$ cat src/hw/rtl/adsr_pkg.sv
`timescale 1ns / 1ps
// ----------------------------------------------------------------------------
// adsr_pkg: shared types and constants of the ADSR envelope gain block
// Widths, reset values, operation and register codes, sequencer and
// multiply/divide unit types.
// ----------------------------------------------------------------------------
package adsr_pkg;

	localparam int SAMPLE_BITS    = 16;
	localparam int GAIN_FRAC_BITS = 16;

	localparam int GAIN_W = GAIN_FRAC_BITS + 1;
	localparam int CNT_W  = 16;
	localparam int CFG_W  = (GAIN_W > CNT_W) ? GAIN_W : CNT_W;
	localparam int A_W    = (CNT_W > SAMPLE_BITS) ? CNT_W : SAMPLE_BITS;
	localparam int PW     = A_W + GAIN_W;
	localparam int OPB_W  = (GAIN_W > CNT_W) ? GAIN_W : CNT_W;
	localparam int ITER_W = $clog2(PW + 1);

	localparam logic [GAIN_W-1:0] FULL_GAIN = GAIN_W'(1) << GAIN_FRAC_BITS;

	localparam logic [CNT_W-1:0]  RST_ATTACK  = CNT_W'(11025);
	localparam logic [CNT_W-1:0]  RST_DECAY   = CNT_W'(10000);
	localparam logic [GAIN_W-1:0] RST_SUSTAIN = GAIN_W'(1) << (GAIN_FRAC_BITS - 1);
	localparam logic [CNT_W-1:0]  RST_RELEASE = CNT_W'(15000);

	localparam logic [1:0] OP_SAMPLE   = 2'd0;
	localparam logic [1:0] OP_NOTE_ON  = 2'd1;
	localparam logic [1:0] OP_NOTE_OFF = 2'd2;

	localparam logic [1:0] REG_ATTACK  = 2'd0;
	localparam logic [1:0] REG_DECAY   = 2'd1;
	localparam logic [1:0] REG_SUSTAIN = 2'd2;
	localparam logic [1:0] REG_RELEASE = 2'd3;

	typedef enum logic [2:0] {
		PH_IDLE    = 3'd0,
		PH_ATTACK  = 3'd1,
		PH_DECAY   = 3'd2,
		PH_SUSTAIN = 3'd3,
		PH_RELEASE = 3'd4
	} phase_t;

	typedef enum logic [2:0] {
		S_IDLE,
		S_MUL,
		S_DIV,
		S_SCALE_GO,
		S_SCALE,
		S_OUT
	} seq_state_t;

	typedef enum logic [1:0] {
		KIND_UP,
		KIND_DOWN_FULL,
		KIND_DOWN_RS
	} ramp_kind_t;

	typedef enum logic {
		MD_MUL,
		MD_DIV
	} md_op_t;

	typedef struct packed {
		logic             start;
		md_op_t           op;
		logic [PW-1:0]    a;
		logic [OPB_W-1:0] b;
	} md_cmd_t;

endpackage

$ cat src/hw/rtl/adsr_muldiv.sv
`timescale 1ns / 1ps
// ----------------------------------------------------------------------------
// adsr_muldiv: shared iterative multiply / divide unit
// One adder serves a shift-add multiplier (one multiplier bit per cycle)
// and a restoring divider (one quotient bit per cycle).
// ----------------------------------------------------------------------------
module adsr_muldiv (
	input  logic                clk,
	input  logic                arst_n,
	input  adsr_pkg::md_cmd_t   cmd,
	output logic                done,
	output logic [adsr_pkg::PW-1:0] result
);
	import adsr_pkg::*;

	md_op_t              op_q;
	logic                busy_q;
	logic                done_q;
	logic [ITER_W-1:0]   cnt_q;
	logic [PW-1:0]       acc_q;
	logic [PW-1:0]       a_q;
	logic [GAIN_W-1:0]   b_q;
	logic [CNT_W-1:0]    rem_q;

	logic [CNT_W:0]      div_shift;
	logic [PW-1:0]       add_x;
	logic [PW-1:0]       add_y;
	logic                add_sub;
	logic [PW:0]         sum;
	logic                no_borrow;

	always_comb begin
		div_shift = {rem_q, acc_q[PW-1]};
		if (op_q == MD_MUL) begin
			add_x   = acc_q;
			add_y   = b_q[0] ? a_q : '0;
			add_sub = 1'b0;
		end else begin
			add_x   = PW'(div_shift);
			add_y   = a_q;
			add_sub = 1'b1;
		end
		sum = {1'b0, add_x} + {1'b0, (add_sub ? ~add_y : add_y)} + (PW+1)'(add_sub);
		no_borrow = sum[PW];
	end

	// control: iteration count and completion pulse
	always_ff @(posedge clk or negedge arst_n) begin
		if (!arst_n) begin
			op_q   <= MD_MUL;
			busy_q <= 1'b0;
			done_q <= 1'b0;
			cnt_q  <= '0;
		end else begin
			done_q <= 1'b0;
			if (cmd.start) begin
				op_q   <= cmd.op;
				busy_q <= 1'b1;
				cnt_q  <= (cmd.op == MD_MUL) ? ITER_W'(GAIN_W) : ITER_W'(PW);
			end else if (busy_q) begin
				cnt_q <= cnt_q - 1'b1;
				if (cnt_q == ITER_W'(1)) begin
					busy_q <= 1'b0;
					done_q <= 1'b1;
				end
			end
		end
	end

	// datapath
	always_ff @(posedge clk) begin
		if (cmd.start) begin
			acc_q <= (cmd.op == MD_MUL) ? '0 : cmd.a;
			a_q   <= (cmd.op == MD_MUL) ? cmd.a : PW'(cmd.b[CNT_W-1:0]);
			b_q   <= cmd.b[GAIN_W-1:0];
			rem_q <= '0;
		end else if (busy_q) begin
			if (op_q == MD_MUL) begin
				acc_q <= sum[PW-1:0];
				a_q   <= {a_q[PW-2:0], 1'b0};
				b_q   <= {1'b0, b_q[GAIN_W-1:1]};
			end else begin
				// shift in the next dividend bit, keep the difference on no borrow
				rem_q <= no_borrow ? sum[CNT_W-1:0] : div_shift[CNT_W-1:0];
				acc_q <= {acc_q[PW-2:0], no_borrow};
			end
		end
	end

	assign done   = done_q;
	assign result = acc_q;

endmodule

$ cat src/hw/rtl/adsr_ctrl.sv
`timescale 1ns / 1ps
// ----------------------------------------------------------------------------
// adsr_ctrl: envelope state and sequencer
// Steps the envelope phase per item, drives the shared multiply/divide unit
// for ramp and scaling, and holds the result register.
// ----------------------------------------------------------------------------
module adsr_ctrl (
	input  logic                                 clk,
	input  logic                                 arst_n,
	input  logic                                 in_valid,
	output logic                                 in_stall,
	input  logic [1:0]                           operation,
	input  logic signed [adsr_pkg::SAMPLE_BITS-1:0] sample_in,
	input  logic [adsr_pkg::CNT_W-1:0]           attack_len,
	input  logic [adsr_pkg::CNT_W-1:0]           decay_len,
	input  logic [adsr_pkg::GAIN_W-1:0]          sustain_lvl,
	input  logic [adsr_pkg::CNT_W-1:0]           release_len,
	output adsr_pkg::md_cmd_t                    md_cmd,
	input  logic                                 md_done,
	input  logic [adsr_pkg::PW-1:0]              md_result,
	output logic                                 out_valid,
	input  logic                                 out_stall,
	output logic signed [adsr_pkg::SAMPLE_BITS-1:0] sample_out,
	output logic [adsr_pkg::GAIN_W-1:0]          gain_now,
	output logic [2:0]                           phase_now,
	output logic                                 release_finished
);
	import adsr_pkg::*;

	seq_state_t state_q, state_d;

	phase_t               phase_q;
	logic [CNT_W-1:0]     counter_q;
	logic [GAIN_W-1:0]    rs_q;
	logic                 done_flag_q;

	logic                 ctrl_q;
	logic                 neg_q;
	logic [SAMPLE_BITS-1:0] mag_q;
	logic [GAIN_W-1:0]    gain_q;
	logic [CNT_W-1:0]     len_q;
	ramp_kind_t           kind_q;

	logic                 out_valid_q;
	logic signed [SAMPLE_BITS-1:0] sample_out_q;
	logic [GAIN_W-1:0]    gain_out_q;
	logic [2:0]           phase_out_q;
	logic                 finished_q;

	logic                 accept;
	logic                 out_free;
	logic                 is_ctrl;
	logic [GAIN_W-1:0]    sus_sat;
	logic [CNT_W-1:0]     cnt_inc;
	logic                 has_ramp;
	logic [CNT_W-1:0]     sel_len;
	logic [GAIN_W-1:0]    sel_span;
	logic [GAIN_W-1:0]    end_gain;
	phase_t               end_phase;
	ramp_kind_t           sel_kind;
	logic                 ramp_end;
	logic                 ramp_go;
	logic [GAIN_W-1:0]    quot;
	logic [GAIN_W-1:0]    ramp_gain;
	logic [SAMPLE_BITS-1:0] mag_in;
	logic signed [PW:0]   prod_s;
	logic signed [PW:0]   prod_sh;

	assign accept   = (state_q == S_IDLE) && in_valid;
	assign out_free = !out_valid_q || !out_stall;
	assign is_ctrl  = (operation != OP_SAMPLE);
	assign in_stall = (state_q != S_IDLE);

	// phase decode for the item at the input
	always_comb begin
		sus_sat   = (sustain_lvl > FULL_GAIN) ? FULL_GAIN : sustain_lvl;
		cnt_inc   = counter_q + 1'b1;
		has_ramp  = 1'b0;
		sel_len   = attack_len;
		sel_span  = FULL_GAIN;
		end_gain  = FULL_GAIN;
		end_phase = PH_DECAY;
		sel_kind  = KIND_UP;
		case (phase_q)
			PH_ATTACK: begin
				has_ramp = 1'b1;
			end
			PH_DECAY: begin
				has_ramp  = 1'b1;
				sel_len   = decay_len;
				sel_span  = FULL_GAIN - sus_sat;
				end_gain  = sus_sat;
				end_phase = PH_SUSTAIN;
				sel_kind  = KIND_DOWN_FULL;
			end
			PH_RELEASE: begin
				has_ramp  = 1'b1;
				sel_len   = release_len;
				sel_span  = rs_q;
				end_gain  = '0;
				end_phase = PH_IDLE;
				sel_kind  = KIND_DOWN_RS;
			end
			default: begin
				has_ramp = 1'b0;
			end
		endcase
		ramp_end = has_ramp && (counter_q >= sel_len);
		ramp_go  = has_ramp && !ramp_end;
		mag_in   = sample_in[SAMPLE_BITS-1] ? SAMPLE_BITS'(-sample_in) : SAMPLE_BITS'(sample_in);
	end

	// gain from the ramp quotient
	always_comb begin
		quot = md_result[GAIN_W-1:0];
		case (kind_q)
			KIND_UP:        ramp_gain = quot;
			KIND_DOWN_FULL: ramp_gain = FULL_GAIN - quot;
			KIND_DOWN_RS:   ramp_gain = rs_q - quot;
			default:        ramp_gain = quot;
		endcase
		prod_s  = neg_q ? -$signed({1'b0, md_result}) : $signed({1'b0, md_result});
		prod_sh = prod_s >>> GAIN_FRAC_BITS;
	end

	always_ff @(posedge clk or negedge arst_n) begin
		if (!arst_n) begin
			state_q <= S_IDLE;
		end else begin
			state_q <= state_d;
		end
	end

	always_comb begin
		state_d      = state_q;
		md_cmd.start = 1'b0;
		md_cmd.op    = MD_MUL;
		md_cmd.a     = PW'(cnt_inc);
		md_cmd.b     = OPB_W'(sel_span);
		case (state_q)
			S_IDLE: begin
				if (in_valid) begin
					if (is_ctrl) begin
						state_d = S_OUT;
					end else if (ramp_go) begin
						md_cmd.start = 1'b1;
						state_d      = S_MUL;
					end else begin
						state_d = S_SCALE_GO;
					end
				end
			end
			S_MUL: begin
				md_cmd.op = MD_DIV;
				md_cmd.a  = md_result;
				md_cmd.b  = OPB_W'(len_q);
				if (md_done) begin
					md_cmd.start = 1'b1;
					state_d      = S_DIV;
				end
			end
			S_DIV: begin
				if (md_done) begin
					state_d = S_SCALE_GO;
				end
			end
			S_SCALE_GO: begin
				md_cmd.start = 1'b1;
				md_cmd.a     = PW'(mag_q);
				md_cmd.b     = OPB_W'(gain_q);
				state_d      = S_SCALE;
			end
			S_SCALE: begin
				if (md_done) begin
					state_d = S_OUT;
				end
			end
			S_OUT: begin
				if (out_free) begin
					state_d = S_IDLE;
				end
			end
			default: begin
				state_d = S_IDLE;
			end
		endcase
	end

	// envelope state
	always_ff @(posedge clk or negedge arst_n) begin
		if (!arst_n) begin
			phase_q     <= PH_IDLE;
			counter_q   <= '0;
			rs_q        <= '0;
			done_flag_q <= 1'b0;
		end else if (accept) begin
			case (operation)
				OP_NOTE_ON: begin
					phase_q     <= PH_ATTACK;
					counter_q   <= '0;
					done_flag_q <= 1'b0;
				end
				OP_NOTE_OFF: begin
					phase_q   <= PH_RELEASE;
					counter_q <= '0;
				end
				OP_SAMPLE: begin
					if (ramp_end) begin
						counter_q <= '0;
						phase_q   <= end_phase;
						if (phase_q != PH_RELEASE) begin
							rs_q <= end_gain;
						end
					end else if (ramp_go) begin
						counter_q <= cnt_inc;
					end else if (phase_q == PH_SUSTAIN) begin
						rs_q <= sus_sat;
					end else begin
						phase_q     <= PH_IDLE;
						done_flag_q <= 1'b1;
					end
				end
				default: begin
					phase_q <= phase_q;
				end
			endcase
		end else if ((state_q == S_DIV) && md_done && (kind_q != KIND_DOWN_RS)) begin
			rs_q <= ramp_gain;
		end
	end

	// per-item working registers
	always_ff @(posedge clk) begin
		if (accept) begin
			ctrl_q <= is_ctrl;
			neg_q  <= sample_in[SAMPLE_BITS-1];
			mag_q  <= mag_in;
			len_q  <= sel_len;
			kind_q <= sel_kind;
			if (ramp_end) begin
				gain_q <= end_gain;
			end else if (phase_q == PH_SUSTAIN) begin
				gain_q <= sus_sat;
			end else begin
				gain_q <= '0;
			end
		end else if ((state_q == S_DIV) && md_done) begin
			gain_q <= ramp_gain;
		end
	end

	// result register
	always_ff @(posedge clk or negedge arst_n) begin
		if (!arst_n) begin
			out_valid_q <= 1'b0;
		end else if ((state_q == S_OUT) && out_free) begin
			out_valid_q <= 1'b1;
		end else if (!out_stall) begin
			out_valid_q <= 1'b0;
		end
	end

	always_ff @(posedge clk) begin
		if ((state_q == S_OUT) && out_free) begin
			sample_out_q <= ctrl_q ? '0 : prod_sh[SAMPLE_BITS-1:0];
			gain_out_q   <= ctrl_q ? '0 : gain_q;
			phase_out_q  <= phase_q;
			finished_q   <= done_flag_q;
		end
	end

	assign out_valid        = out_valid_q;
	assign sample_out       = sample_out_q;
	assign gain_now         = gain_out_q;
	assign phase_now        = phase_out_q;
	assign release_finished = finished_q;

endmodule

$ cat src/hw/rtl/adsr_envelope_gain.sv
`timescale 1ns / 1ps
// ----------------------------------------------------------------------------
// adsr_envelope_gain: linear ADSR envelope applied to audio samples
// Note-on / note-off items steer the envelope phase; sample items advance
// it, form a Q16 gain and scale the sample by that gain.
// ----------------------------------------------------------------------------
//
//  channel  | direction | handshake            | payload
//  ---------+-----------+----------------------+-----------------------------
//  input    | in        | in_valid / in_stall  | operation, sample_in
//  result   | out       | out_valid / out_stall| sample_out, gain_now,
//           |           |                      | phase_now, release_finished
//  config   | in        | cfg_valid / cfg_ready| cfg_index, cfg_data
//
//  Per item: a control item goes straight to the result register; a sample
//  item with a ramp term runs the ramp multiply, the divide and the scale
//  multiply in turn, with sequencing states between; other samples run only
//  the scale multiply.
//  All of it runs through the one shared multiply/divide unit.
//  in_stall is high from the transfer of an item until its result moves to
//  the output register; one finished result may wait there under out_stall
//  while the next item is taken.
//  Reset clears the envelope to idle and loads the configuration defaults;
//  configuration writes are always taken (cfg_ready stays high).
//
module adsr_envelope_gain (
	input  logic                                 clk,
	input  logic                                 arst_n,
	// input item channel
	input  logic                                 in_valid,
	output logic                                 in_stall,
	input  logic [1:0]                           operation,
	input  logic signed [adsr_pkg::SAMPLE_BITS-1:0] sample_in,
	// result channel
	output logic                                 out_valid,
	input  logic                                 out_stall,
	output logic signed [adsr_pkg::SAMPLE_BITS-1:0] sample_out,
	output logic [adsr_pkg::GAIN_W-1:0]          gain_now,
	output logic [2:0]                           phase_now,
	output logic                                 release_finished,
	// configuration write channel
	input  logic                                 cfg_valid,
	output logic                                 cfg_ready,
	input  logic [1:0]                           cfg_index,
	input  logic [adsr_pkg::CFG_W-1:0]           cfg_data
);
	import adsr_pkg::*;

	logic [CNT_W-1:0]  attack_q;
	logic [CNT_W-1:0]  decay_q;
	logic [GAIN_W-1:0] sustain_q;
	logic [CNT_W-1:0]  release_q;

	md_cmd_t           md_cmd;
	logic              md_done;
	logic [PW-1:0]     md_result;

	// Configuration must only be written while no item is in flight (the block
	// does not enforce this), so the registers feed the sequencer directly.
	assign cfg_ready = 1'b1;

	always_ff @(posedge clk or negedge arst_n) begin
		if (!arst_n) begin
			attack_q  <= RST_ATTACK;
			decay_q   <= RST_DECAY;
			sustain_q <= RST_SUSTAIN;
			release_q <= RST_RELEASE;
		end else if (cfg_valid && cfg_ready) begin
			case (cfg_index)
				REG_ATTACK:  attack_q  <= cfg_data[CNT_W-1:0];
				REG_DECAY:   decay_q   <= cfg_data[CNT_W-1:0];
				REG_SUSTAIN: sustain_q <= cfg_data[GAIN_W-1:0];
				REG_RELEASE: release_q <= cfg_data[CNT_W-1:0];
				default:     attack_q  <= attack_q;
			endcase
		end
	end

	// Sequencer: phase bookkeeping, ramp term floor(count*span/length),
	// sample scaling and the result register.
	adsr_ctrl u_ctrl (
		.clk              (clk),
		.arst_n           (arst_n),
		.in_valid         (in_valid),
		.in_stall         (in_stall),
		.operation        (operation),
		.sample_in        (sample_in),
		.attack_len       (attack_q),
		.decay_len        (decay_q),
		.sustain_lvl      (sustain_q),
		.release_len      (release_q),
		.md_cmd           (md_cmd),
		.md_done          (md_done),
		.md_result        (md_result),
		.out_valid        (out_valid),
		.out_stall        (out_stall),
		.sample_out       (sample_out),
		.gain_now         (gain_now),
		.phase_now        (phase_now),
		.release_finished (release_finished)
	);

	// Shared shift-add multiplier / restoring divider, one bit per cycle.
	adsr_muldiv u_muldiv (
		.clk    (clk),
		.arst_n (arst_n),
		.cmd    (md_cmd),
		.done   (md_done),
		.result (md_result)
	);

endmodule

$ cat config.mk
export PLATFORM = sky130hd
export DESIGN_NAME = adsr_envelope_gain
export DESIGN_NICKNAME = d
export VERILOG_FILES = /design/src/hw/rtl/adsr_pkg.sv /design/src/hw/rtl/adsr_muldiv.sv /design/src/hw/rtl/adsr_ctrl.sv /design/src/hw/rtl/adsr_envelope_gain.sv
export SDC_FILE = /design/constraint.sdc
export NUM_CORES = 1
export LEC_CHECK = 0
export CAP_MARGIN = 20
export CORE_MARGIN = 2
export CORE_UTILIZATION = 45
export CTS_CLUSTER_DIAMETER = 150
export DETAILED_ROUTE_END_ITERATION = 12
export DONT_BUFFER_PORTS = 1
export GPL_ROUTABILITY_DRIVEN = 0
export GPL_TIMING_DRIVEN = 1
export PLACE_DENSITY = 0.58
export SYNTH_ARGS = -nofsm -noshare
export SYNTH_HDL_FRONTEND = slang
export SYNTH_HIERARCHICAL = 1
export SYNTH_SLANG_ARGS = --single-unit
$ cat constraint.sdc
create_clock -name clk -period 9.1 [get_ports clk]
set_input_delay 0.455 -clock clk [delete_from_list [all_inputs] [get_ports clk]]
set_output_delay 0.455 -clock clk [all_outputs]
set_load 0.005 [all_outputs]
==> results.yml, run 1 <==
status:
  status: "finished clean"
floorplan:
  num_io_pins: 82
  initial_core_util_pct: 45.8
  dieArea_mm2: 0.0444
  dieWidth_um: 211
  die_y_um: 211
  rows: 75
  core_area_mm2: 0.0420
power:
  clockPowerShare_pct: 16.9
  seqPwrFrac_pct: 32.4
  p_sw_mw: 3.78
  combPwrFrac_pct: 50.7
  power_density_mw_per_mm2: 408
  p_leak_nw: 8.29
  power.internal_mw: 4.71
  netSwitchingFraction_pct: 44.5
  irDropWorstVdd_v: 0.000189
  power_mw: 8.50
worst_hold_path:
  worstHoldEndpoint: "u_ctrl/mag_q[0]$_DFFE_PP_"
  worstHoldStart: "sample_in[0]"
  hp-class: "input port to flop"
  min_path_cells: 0
layout:
  layout_commonest_cell: "nand2_1"
  fin_cells: 2517
  n_fill_cell: 3896
  nets: 2068
  final_cell_area_mm2: 0.0208
  mostFrequentLayoutCells: "nand2_1 (195), o21ai_0 (173), edfxtp_1 (173)"
  n_antenna_cell: 0
  layout-drive-gt1-share_pct: 12.0
  areaGrowthSynthToFinish_pct: 8.27
timing:
  rsz0062_at_grt: "false"
  skew_ns: 0.0252
  slew_viol_final: 0
  fin_crit_ns: 6.74
  finalSetupViolations: 0
  tightest_slew_ns: 1.21
  fmax_mhz: 148
  finalCritPeriodShare_pct: 74.1
  max-slew-margin-rel_pct: 19.2
  tns_ns: 0
  hold_viol_final: 0
logic_synthesis:
  netlist.area_leader.share_pct: 27.0
  ys_ff_latch: 304
  synth_area_leaders: "edfxtp_1 (27%), dfrtp_1 (12%), mux2_2 (6.0%)"
  synth_edf_count: 173
  synth_cell_types: 95
  synthCells: 2001
  netlist_area_mm2: 0.0192
  synthArstFlopShare_pct: 37.8
  synth_area_leader_cell: "edfxtp_1"
  synth_warnings: 6
  ys.flop_type: "edfxtp_1"
  ys_seq_area_share_pct: 43.7
  syn_nets: 2119
  synth.avg_cell_area_um2: 9.62
critical_path:
  crit_type: "flop to flop"
  crit_required_ns: 9.49
  worst-r2r-cell-count: 19
  worstReg2RegEnd: "u_muldiv/result[30]$_DFFE_PP_"
  worstPathMaxFanout: 69
  arrival_ns: 7.14
  r2r_start: "u_ctrl/phase_q[1]$_DFFE_PN0P_"
  start_kind: "flop"
  end_kind: "flop"
  r2r_slack_ns: 2.36
placement:
  place_area_mm2: 0.0196
  place_inst: 2448
  place_hpwl_mm: 41.2
  port_buffers: 0
global_routing:
  antenna_found_initial: 2
  globalRouteTotalUtil_pct: 25.4
  grt_max_degree: 116
  grt_pass1_vias: 14500
  grt_overflow: 0
  grt_pass1_wl_mm: 87.0
clock_network:
  hold_buffers: 2
  h-tree-depth: 2
  worstSkewPairLatency_ns: 0.54
  cts_tree: "yes"
  post_cts_buffers: 0
  clock_sinks: 304
  cts_resized: 0
  clockRootBuffer: "clkbuf_16"
  cts_max_path_buffers: 3
  numCtsBuffers: 36
  path_clk_slew_ns: 0.06
route:
  first_pass_iters: 6
  vias_per_cell: 6.02
  wl_mm: 56.7
  routedWlPerCell_um: 22.5
  vias: 15200
  drtAntennaViolNets: 0
  drc: 0
  drtIter0Drc: 1435
job:
  max_cap_violations: 0
routing by layer:
| metal | up-vias | part of all wire (%) | GRT usage (%) | routed length [µm] |
|---|---|---|---|---|
| met5 | - | 0 | 0 | 0 |
| li1 | 7170 | - | - | - |
| met2 | 524 | 44 | 38.8 | 25100 |
| met1 | 7381 | 46 | 37.3 | 26400 |
| met3 | 76 | 7.1 | 4.49 | 4010 |
| met4 | 0 | 2.1 | 6.68 | 1220 |
sequential cells by signal, indices dropped and copies added (netlist names), 2 cells and up:
signal,cells
u_ctrl/gain_now,17
u_ctrl/counter_q,16
u_ctrl/state_q,3
u_ctrl/phase_now,3
release_q,16
u_ctrl/kind_q,2
attack_q,16
decay_q,16
u_muldiv/rem_q,16
u_muldiv/a_q,33
u_muldiv/b_q,17
u_ctrl/len_q,16
u_ctrl/phase_q,3
u_ctrl/sample_out,16
u_ctrl/rs_q,17
u_muldiv/cnt_q,6
u_ctrl/gain_q,17
u_muldiv/result,33
u_ctrl/mag_q,16
sustain_q,17
synthesized netlist by cell type (33+ instances only):
library cell and instances:
inv_1 86, xor2_1 50, o21ai_0 173, nor2_1 149, and2_1 55, nand3_1 33
xnor2_1 46, mux2_2 103, clkbuf_1 79, dfrtp_1 96, nand2_1 196, edfxtp_1 173
ha_1 74, nor2b_1 48, a21oi_1 141, a21o_1 37, mux2i_1 55
power groups by stage:
stage | combinational [mW] | clock (mW) | sequential (mW)
after detailed placement | 4.24 | 0 | 2.77
after CTS | 4.27 | 1.46 | 2.74
final | 4.31 | 1.44 | 2.75
after floorplan | 3.27 | 0 | 2.46
after global routing | 4.78 | 1.52 | 2.81
after global placement | 4.17 | 0 | 2.76
kinds of logic after synthesis:
family	after synthesis	synth area share [%]
other	1	0.0195
AOI/OAI and AO/OA	540	17.7
muxes	158	8.89
adders and majority gates	76	5.02
DFF	304	43.7
buffers and inverters	199	4.18
and+or+nand+nor	627	16.1
xor gates and xnor gates	96	4.37
metrics by stage:
stage               util [%]  hold WS, ns  worst slack (ns)
floorplan                  -        0.159              3.30
global placement        46.7        0.165              2.68
detailed placement      46.7        0.164              2.49
CTS                     49.6       0.0134              2.45
global route            49.6       0.0162              1.89
finish                  49.6       0.0345              2.36
critical path, cell delays in order (launching register included):
cell	delay (ns)
dfrtp_1	0.50
nor2b_1	0.37
nand2b_1	0.22
inv_2	0.49
nor2_1	0.09
buf_4	0.22
and2_1	0.17
a221o_1	0.28
inv_1	0.07
ha_1	0.22
a21o_1	0.16
a211o_1	0.31
a211oi_1	0.37
o211ai_1	0.29
or2_2	0.54
nand2_4	0.61
and2_1	1.04
a21oi_1	0.17
a311o_1	0.30
nor2_1	0.09
final cells by class:
type,instances,area (µm²),area share [%]
Timing Repair Buffer,22,188,0.901
Inverter,88,330,1.58
Multi-Input combinational cell,1498,10100,48.3
Clock buffer,55,1050,5.06
Tap cell,539,674,3.24
Clock inverter,11,110,0.528
Sequential cell,304,8420,40.4
how the worst max path moves through the flow:
stage	end	startpoint	slack, ns
floorplan	u_muldiv/a_q[0]$_SDFFCE_PN0P_	u_ctrl/phase_q[1]$_DFFE_PN0P_	3.30
global placement	u_muldiv/result[27]$_DFFE_PP_	u_ctrl/phase_q[2]$_DFFE_PN0P_	2.68
detailed placement	u_muldiv/result[26]$_DFFE_PP_	u_ctrl/phase_q[2]$_DFFE_PN0P_	2.49
CTS	u_muldiv/result[10]$_DFFE_PP_	u_ctrl/phase_q[2]$_DFFE_PN0P_	2.45
global route	u_muldiv/result[10]$_DFFE_PP_	u_ctrl/phase_q[1]$_DFFE_PN0P_	1.89
finish	u_muldiv/result[30]$_DFFE_PP_	u_ctrl/phase_q[1]$_DFFE_PN0P_	2.36
Power figures use the tool's default switching activity.
==> run 2: changes to the inputs <==
ABC_AREA = 1   (was default)
clock period = 6.7 ns   (was 9.1 ns; I/O delays follow)
==> results.yml, run 2 <==
status:
  status: "finished clean"
logic_synthesis:
  synth-simple-area-share_pct: 28.0
  synth_warnings: 6
  synthArstFlopShare_pct: 37.8
  synth.avg_cell_area_um2: 7.46
  muxShareOfSynthArea_pct: 0
  synth.most_common_cell: "nand2_1"
  synth-compound-area-share_pct: 14.6
  synth_fa_ha_area_share_pct: 4.71
  synth_edf_count: 173
  ys.flop_type: "edfxtp_1"
  netlist.area_leader.share_pct: 25.3
  synth_area_leaders: "edfxtp_1 (25%), nand2_1 (15%), dfrtp_1 (12%)"
  synthCells: 2748
  synth_top_family_by_area: "simple AND/OR/NAND/NOR gates"
  netlist_area_mm2: 0.0205
  synthTopCellsByCount: "nand2_1 (845), inv_1 (347), nor2_1 (186)"
  syn_nets: 2866
  synth_cell_types: 59
  synth_area_leader_cell: "edfxtp_1"
  ys_ff_latch: 304
  synth-xor-area-share_pct: 1.88
  ys_seq_area_share_pct: 41.0
clock_network:
  numCtsBuffers: 37
  path_clk_slew_ns: 0.06
  clock_sinks: 304
  worstSkewPairLatency_ns: 0.56
  post_cts_buffers: 0
  clockRootBuffer: "clkbuf_16"
  h-tree-depth: 2
  cts_max_path_buffers: 3
  cts_tree: "yes"
timing:
  tightest_slew_ns: 1.10
  finalCritPeriodShare_pct: 87.8
  tns_ns: 0
  max-slew-margin-rel_pct: 26.4
  rsz0062_at_grt: "false"
  skew_ns: 0.0219
  finalSetupViolations: 0
  slew_viol_final: 0
  fmax_mhz: 170
  fin_crit_ns: 5.88
  hold_viol_final: 0
critical_path:
  r2r_slack_ns: 0.82
  end_kind: "flop"
  arrival_ns: 6.15
  crit_start: "u_ctrl/phase_q[0]$_DFFE_PN0P_"
  start_kind: "flop"
  crit_type: "flop to flop"
  worstPathMaxFanout: 27
  worst-r2r-cell-count: 19
  r2r_start: "u_ctrl/phase_q[0]$_DFFE_PN0P_"
  crit_required_ns: 6.97
route:
  drtIter0Drc: 1734
  drtAntennaViolNets: 0
  vias: 19000
  wl_mm: 68.8
  first_pass_iters: 7
  vias_per_cell: 5.65
  drc: 0
  routedWlPerCell_um: 20.5
floorplan:
  dieWidth_um: 217
  dieArea_mm2: 0.0473
  rows: 78
  num_io_pins: 82
  die_y_um: 217
  initial_core_util_pct: 45.4
  core_area_mm2: 0.0452
layout:
  nets: 2843
  n_fill_cell: 4476
  areaGrowthSynthToFinish_pct: 9.40
  mostFrequentLayoutCells: "nand2_1 (845), inv_1 (347), nor2_1 (184)"
  layout-drive-gt1-share_pct: 6.10
  n_antenna_cell: 0
  layout_commonest_cell: "nand2_1"
  fin_cells: 3353
global_routing:
  antenna_found_initial: 0
  grt_pass1_vias: 18100
  grt_max_degree: 116
  grt_overflow: 0
  globalRouteTotalUtil_pct: 29.2
  grt_pass1_wl_mm: 106
power:
  irDropWorstVdd_v: 0.000276
  power_mw: 12.6
  power_density_mw_per_mm2: 561
  p_leak_nw: 10.6
worst_hold_path:
  hp-class: "input port to flop"
  min_path_cells: 1
  worstHoldStart: "sample_in[14]"
placement:
  port_buffers: 0
  place_inst: 3251
  place_hpwl_mm: 51.5
job:
  max_cap_violations: 0
-- run 2: cell types whose count changed in the layout (fill, tap and decap cells not counted), sizes merged, moves of 26 or more --
cell	change
nand2	+659
inv	+273
nand3	+131
mux2	-103
nand4	+65
mux2i	-55
nor2	+54
and2	-53
nor2b	-49
xnor2	-32
dlygate4sd3	+30
a21o	-29
a21oi	+28
a221oi	-26
-- run 2: repair_timing --
item,CTS,global route
hold buffers,35,0
setup endpoints to repair,0,0
resized for setup,0,0
endpoints found under the hold margin,190,0
-- run 2: worst paths after layout --
| kind | end |
|---|---|
| setup / recovery | u_muldiv/result[3]$_DFFE_PP_ |
| hold / removal | u_ctrl/mag_q[14]$_DFFE_PP_ |
| setup reg to reg | u_muldiv/result[3]$_DFFE_PP_ |
| hold reg to reg | u_ctrl/release_finished$_DFFE_PP_ |
| max in group asynchronous | u_ctrl/phase_q[1]$_DFFE_PN0P_ |
| min in group asynchronous | u_muldiv/op_q$_DFFE_PN0P_ |
-- run 2: critical path, cell delays in order (launching register included) --
cell      delay [ns]
dfrtp_1         0.38
inv_1           0.07
nand3_1         0.37
inv_1           0.13
nor2_2          0.58
nand2_1         0.10
nand2_1         0.09
a21oi_1         0.06
ha_1            0.35
nand4_1         0.12
nor3_1          0.23
nand2_1         0.13
nand4_1         0.11
or2_1           0.64
o211ai_1        0.34
buf_4           0.31
nand2_1         0.29
clkinv_1        0.82
nand2_1         0.29
o221ai_1        0.15
-- run 2: area by class of cell --
class | count | area (µm²) | area share [%]
multi-input cells | 1963 | 10100 | 45.1
flip-flops and latches | 304 | 8420 | 37.5
inverters | 365 | 1380 | 6.13
clock buffers | 55 | 1150 | 5.13
well taps | 600 | 751 | 3.35
repair buffers | 54 | 541 | 2.41
clock inverters | 12 | 90.1 | 0.402
-- run 2: through the flow --
stage / utilization [%] / area, µm² / setup WS (ns) / hold WS (ns)
finish: 49.7 / 22400 / 0.818 / 0.0205
global route: 49.7 / 22400 / 0.345 / 0.0184
CTS: 49.7 / 22400 / 0.910 / 0.00512
detailed placement: 46.0 / 20800 / 0.918 / 0.0487
global placement: 46.0 / 20800 / 1.11 / 0.0492
floorplan: - / 20500 / 1.10 / 0.0394
-- run 2: per-layer routing --
| layer | share of wire, % | GRT usage, % | vias to the layer above |
|---|---|---|---|
| li1 | - | - | 9091 |
| met1 | 42 | 37.2 | 8979 |
| met2 | 48 | 49.3 | 742 |
| met3 | 6.2 | 4.06 | 140 |
| met4 | 4.4 | 13.2 | 0 |
| met5 | 0 | 0 | - |
-- run 2: where the power goes --
group	internal (mW)	total, mW	switching, mW
Combinational	2.11	6.86	4.75
Clock	1.23	2.05	0.818
Sequential	3.01	3.68	0.670
-- run 2: logic make-up (layout without fill, tap and decap cells) --
logic type      after synthesis  in the layout
other cells                   1              1
fa+ha+maj                    76             76
buf+inv                     481            486
xor+xnor                     44             44
flops                       304            304
compound gates              496            496
simple gates               1346           1346
==> run 3: changes to the inputs <==
ABC_AREA = default   (was 1)
==> results.yml, run 3 (synthesized netlist as in run 1, its figures left out) <==
status:
  status: "finished clean"
clock_network:
  cts_max_path_buffers: 3
  path_clk_slew_ns: 0.06
  worstSkewPairLatency_ns: 0.56
  clockRootBuffer: "clkbuf_16"
  numCtsBuffers: 36
  clock_sinks: 304
  cts_tree: "yes"
  h-tree-depth: 2
critical_path:
  r2r_slack_ns: 0.94
  arrival_ns: 6.15
  end_kind: "flop"
  r2r_start: "u_ctrl/phase_q[2]$_DFFE_PN0P_"
  path_cells: "nor2b_1 -> nand2b_1 -> inv_2 -> nor2_1 -> buf_6 -> and2_1 -> a221o_1 -> inv_1 -> ha_1 -> a21o_1 -> a21o_1 -> a21oi_1 -> o211ai_1 -> or2_2 -> nand2_4 -> buf_4 -> and2_1 -> buf_4 -> nand2_1 -> o21ai_0"
  path_buf_inv: 5
  start_kind: "flop"
  crit_required_ns: 7.09
  worstReg2RegEnd: "u_muldiv/result[14]$_DFFE_PP_"
  slowest_delay_ns: 0.57
  crit_type: "flop to flop"
  worst-r2r-cell-count: 20
  crit_path_top_delay_cell: "dfrtp_1"
  worstPathMaxFanout: 25
  path_delay_family: "simple AND/OR/NAND/NOR gates"
timing:
  tightest_slew_ns: 1.12
  finalSetupViolations: 0
  finalCritPeriodShare_pct: 86.0
  skew_ns: 0.0270
  fmax_mhz: 174
  slew_viol_final: 0
  fin_crit_ns: 5.76
  max-slew-margin-rel_pct: 25.3
  hold_viol_final: 0
  rsz0062_at_grt: "false"
  tns_ns: 0
layout:
  final_cell_area_mm2: 0.0213
  final_util_pct: 50.7
  mostFrequentLayoutCells: "nand2_1 (195), o21ai_0 (173), edfxtp_1 (173)"
  fin_cells: 2555
  layout_commonest_cell: "nand2_1"
  layout-drive-gt1-share_pct: 12.3
  nets: 2105
  n_fill_cell: 3835
  areaGrowthSynthToFinish_pct: 10.7
floorplan:
  dieArea_mm2: 0.0444
  die_y_um: 211
  initial_core_util_pct: 45.8
  dieWidth_um: 211
  num_io_pins: 82
  core_area_mm2: 0.0420
  rows: 75
route:
  routedWlPerCell_um: 22.4
  vias: 15400
  first_pass_iters: 6
  drtAntennaViolNets: 0
  wl_mm: 57.3
  drc: 0
  vias_per_cell: 6.01
  drtIter0Drc: 1328
job:
  max_cap_violations: 0
worst_hold_path:
  worstHoldEndpoint: "u_ctrl/mag_q[10]$_DFFE_PP_"
  min_path_cells: 1
  hp-class: "input port to flop"
  worstHoldStart: "sample_in[10]"
placement:
  place_area_mm2: 0.0197
  place_inst: 2454
  place_hpwl_mm: 41.3
  port_buffers: 0
global_routing:
  grt_pass1_vias: 14600
  antenna_found_initial: 3
  grt_max_degree: 116
  grt_pass1_wl_mm: 87.4
  grt_overflow: 0
  globalRouteTotalUtil_pct: 25.6
power:
  irDropWorstVdd_v: 0.000234
  p_leak_nw: 8.49
  power_mw: 11.7
  power_density_mw_per_mm2: 551
run 3: cell types whose count changed in the layout (fill, tap and decap cells not counted), moves of 24 or more:
cell	change
and2_1	+53
nor2b_1	+46
nor2_1	-36
a21o_1	+28
a221oi_1	+25
nand2_1	-650
nand3_1	-125
nand4_1	-65
o211ai_1	-24
xnor2_1	+32
inv_1	-261
mux2i_1	+55
mux2_2	+103
run 3: routing by layer:
layer  track usage, %  routed length [µm]  vias up
met4             6.68                1250        4
li1                 -                   -     7245
met2             38.7               25300      529
met1             36.8               26200     7497
met3             6.32                4540       91
met5                0                  30        -
run 3: power breakdown:
part | leakage (nW) | switching, mW | internal, mW
combinational | 4.70 | 3.64 | 2.28
sequential | 3.19 | 0.764 | 2.98
clock | 0.608 | 0.817 | 1.25
run 3: final cells by class:
cell class                 instances  area [µm²]  area share, %
clock buffer                      52        1090           5.10
sequential                       304        8420           39.5
clock inverter                    14         163          0.764
antenna                            1        2.50         0.0117
inverter                          88         330           1.55
multi-input combinational       1498       10100           47.3
timing repair buffer              59         559           2.63
tap                              539         674           3.17
run 3: stage by stage:
step / hold WS [ns] / setup WS (ns)
2_1_floorplan: 0.0394 / 0.895
3_3_place_gp: 0.0454 / 0.976
3_5_place_dp: 0.0456 / 1.02
4_1_cts: 0.00332 / 0.987
5_1_grt: 0.00116 / 0.510
6_report: 0.00892 / 0.941
run 3: repair_timing:
| action | in CTS | in global routing |
|---|---|---|
| resized for setup | 0 | 0 |
| buffers inserted | 0 | 0 |
| hold endpoints to repair | 195 | 0 |
| hold buffers | 33 | 0 |
run 3: worst max path at each step:
stage / from / to / slack (ns) / depth (start not counted)
3_5_place_dp: u_ctrl/phase_q[2]$_DFFE_PN0P_ / u_muldiv/result[30]$_DFFE_PP_ / 1.02 / 21
5_1_grt: u_ctrl/phase_q[2]$_DFFE_PN0P_ / u_muldiv/result[30]$_DFFE_PP_ / 0.51 / 21
2_1_floorplan: u_ctrl/phase_q[1]$_DFFE_PN0P_ / u_muldiv/a_q[0]$_SDFFCE_PN0P_ / 0.90 / 22
4_1_cts: u_ctrl/phase_q[2]$_DFFE_PN0P_ / u_muldiv/result[14]$_DFFE_PP_ / 0.99 / 20
6_report: u_ctrl/phase_q[2]$_DFFE_PN0P_ / u_muldiv/result[14]$_DFFE_PP_ / 0.94 / 20
3_3_place_gp: u_ctrl/phase_q[2]$_DFFE_PN0P_ / u_muldiv/result[30]$_DFFE_PP_ / 0.98 / 20
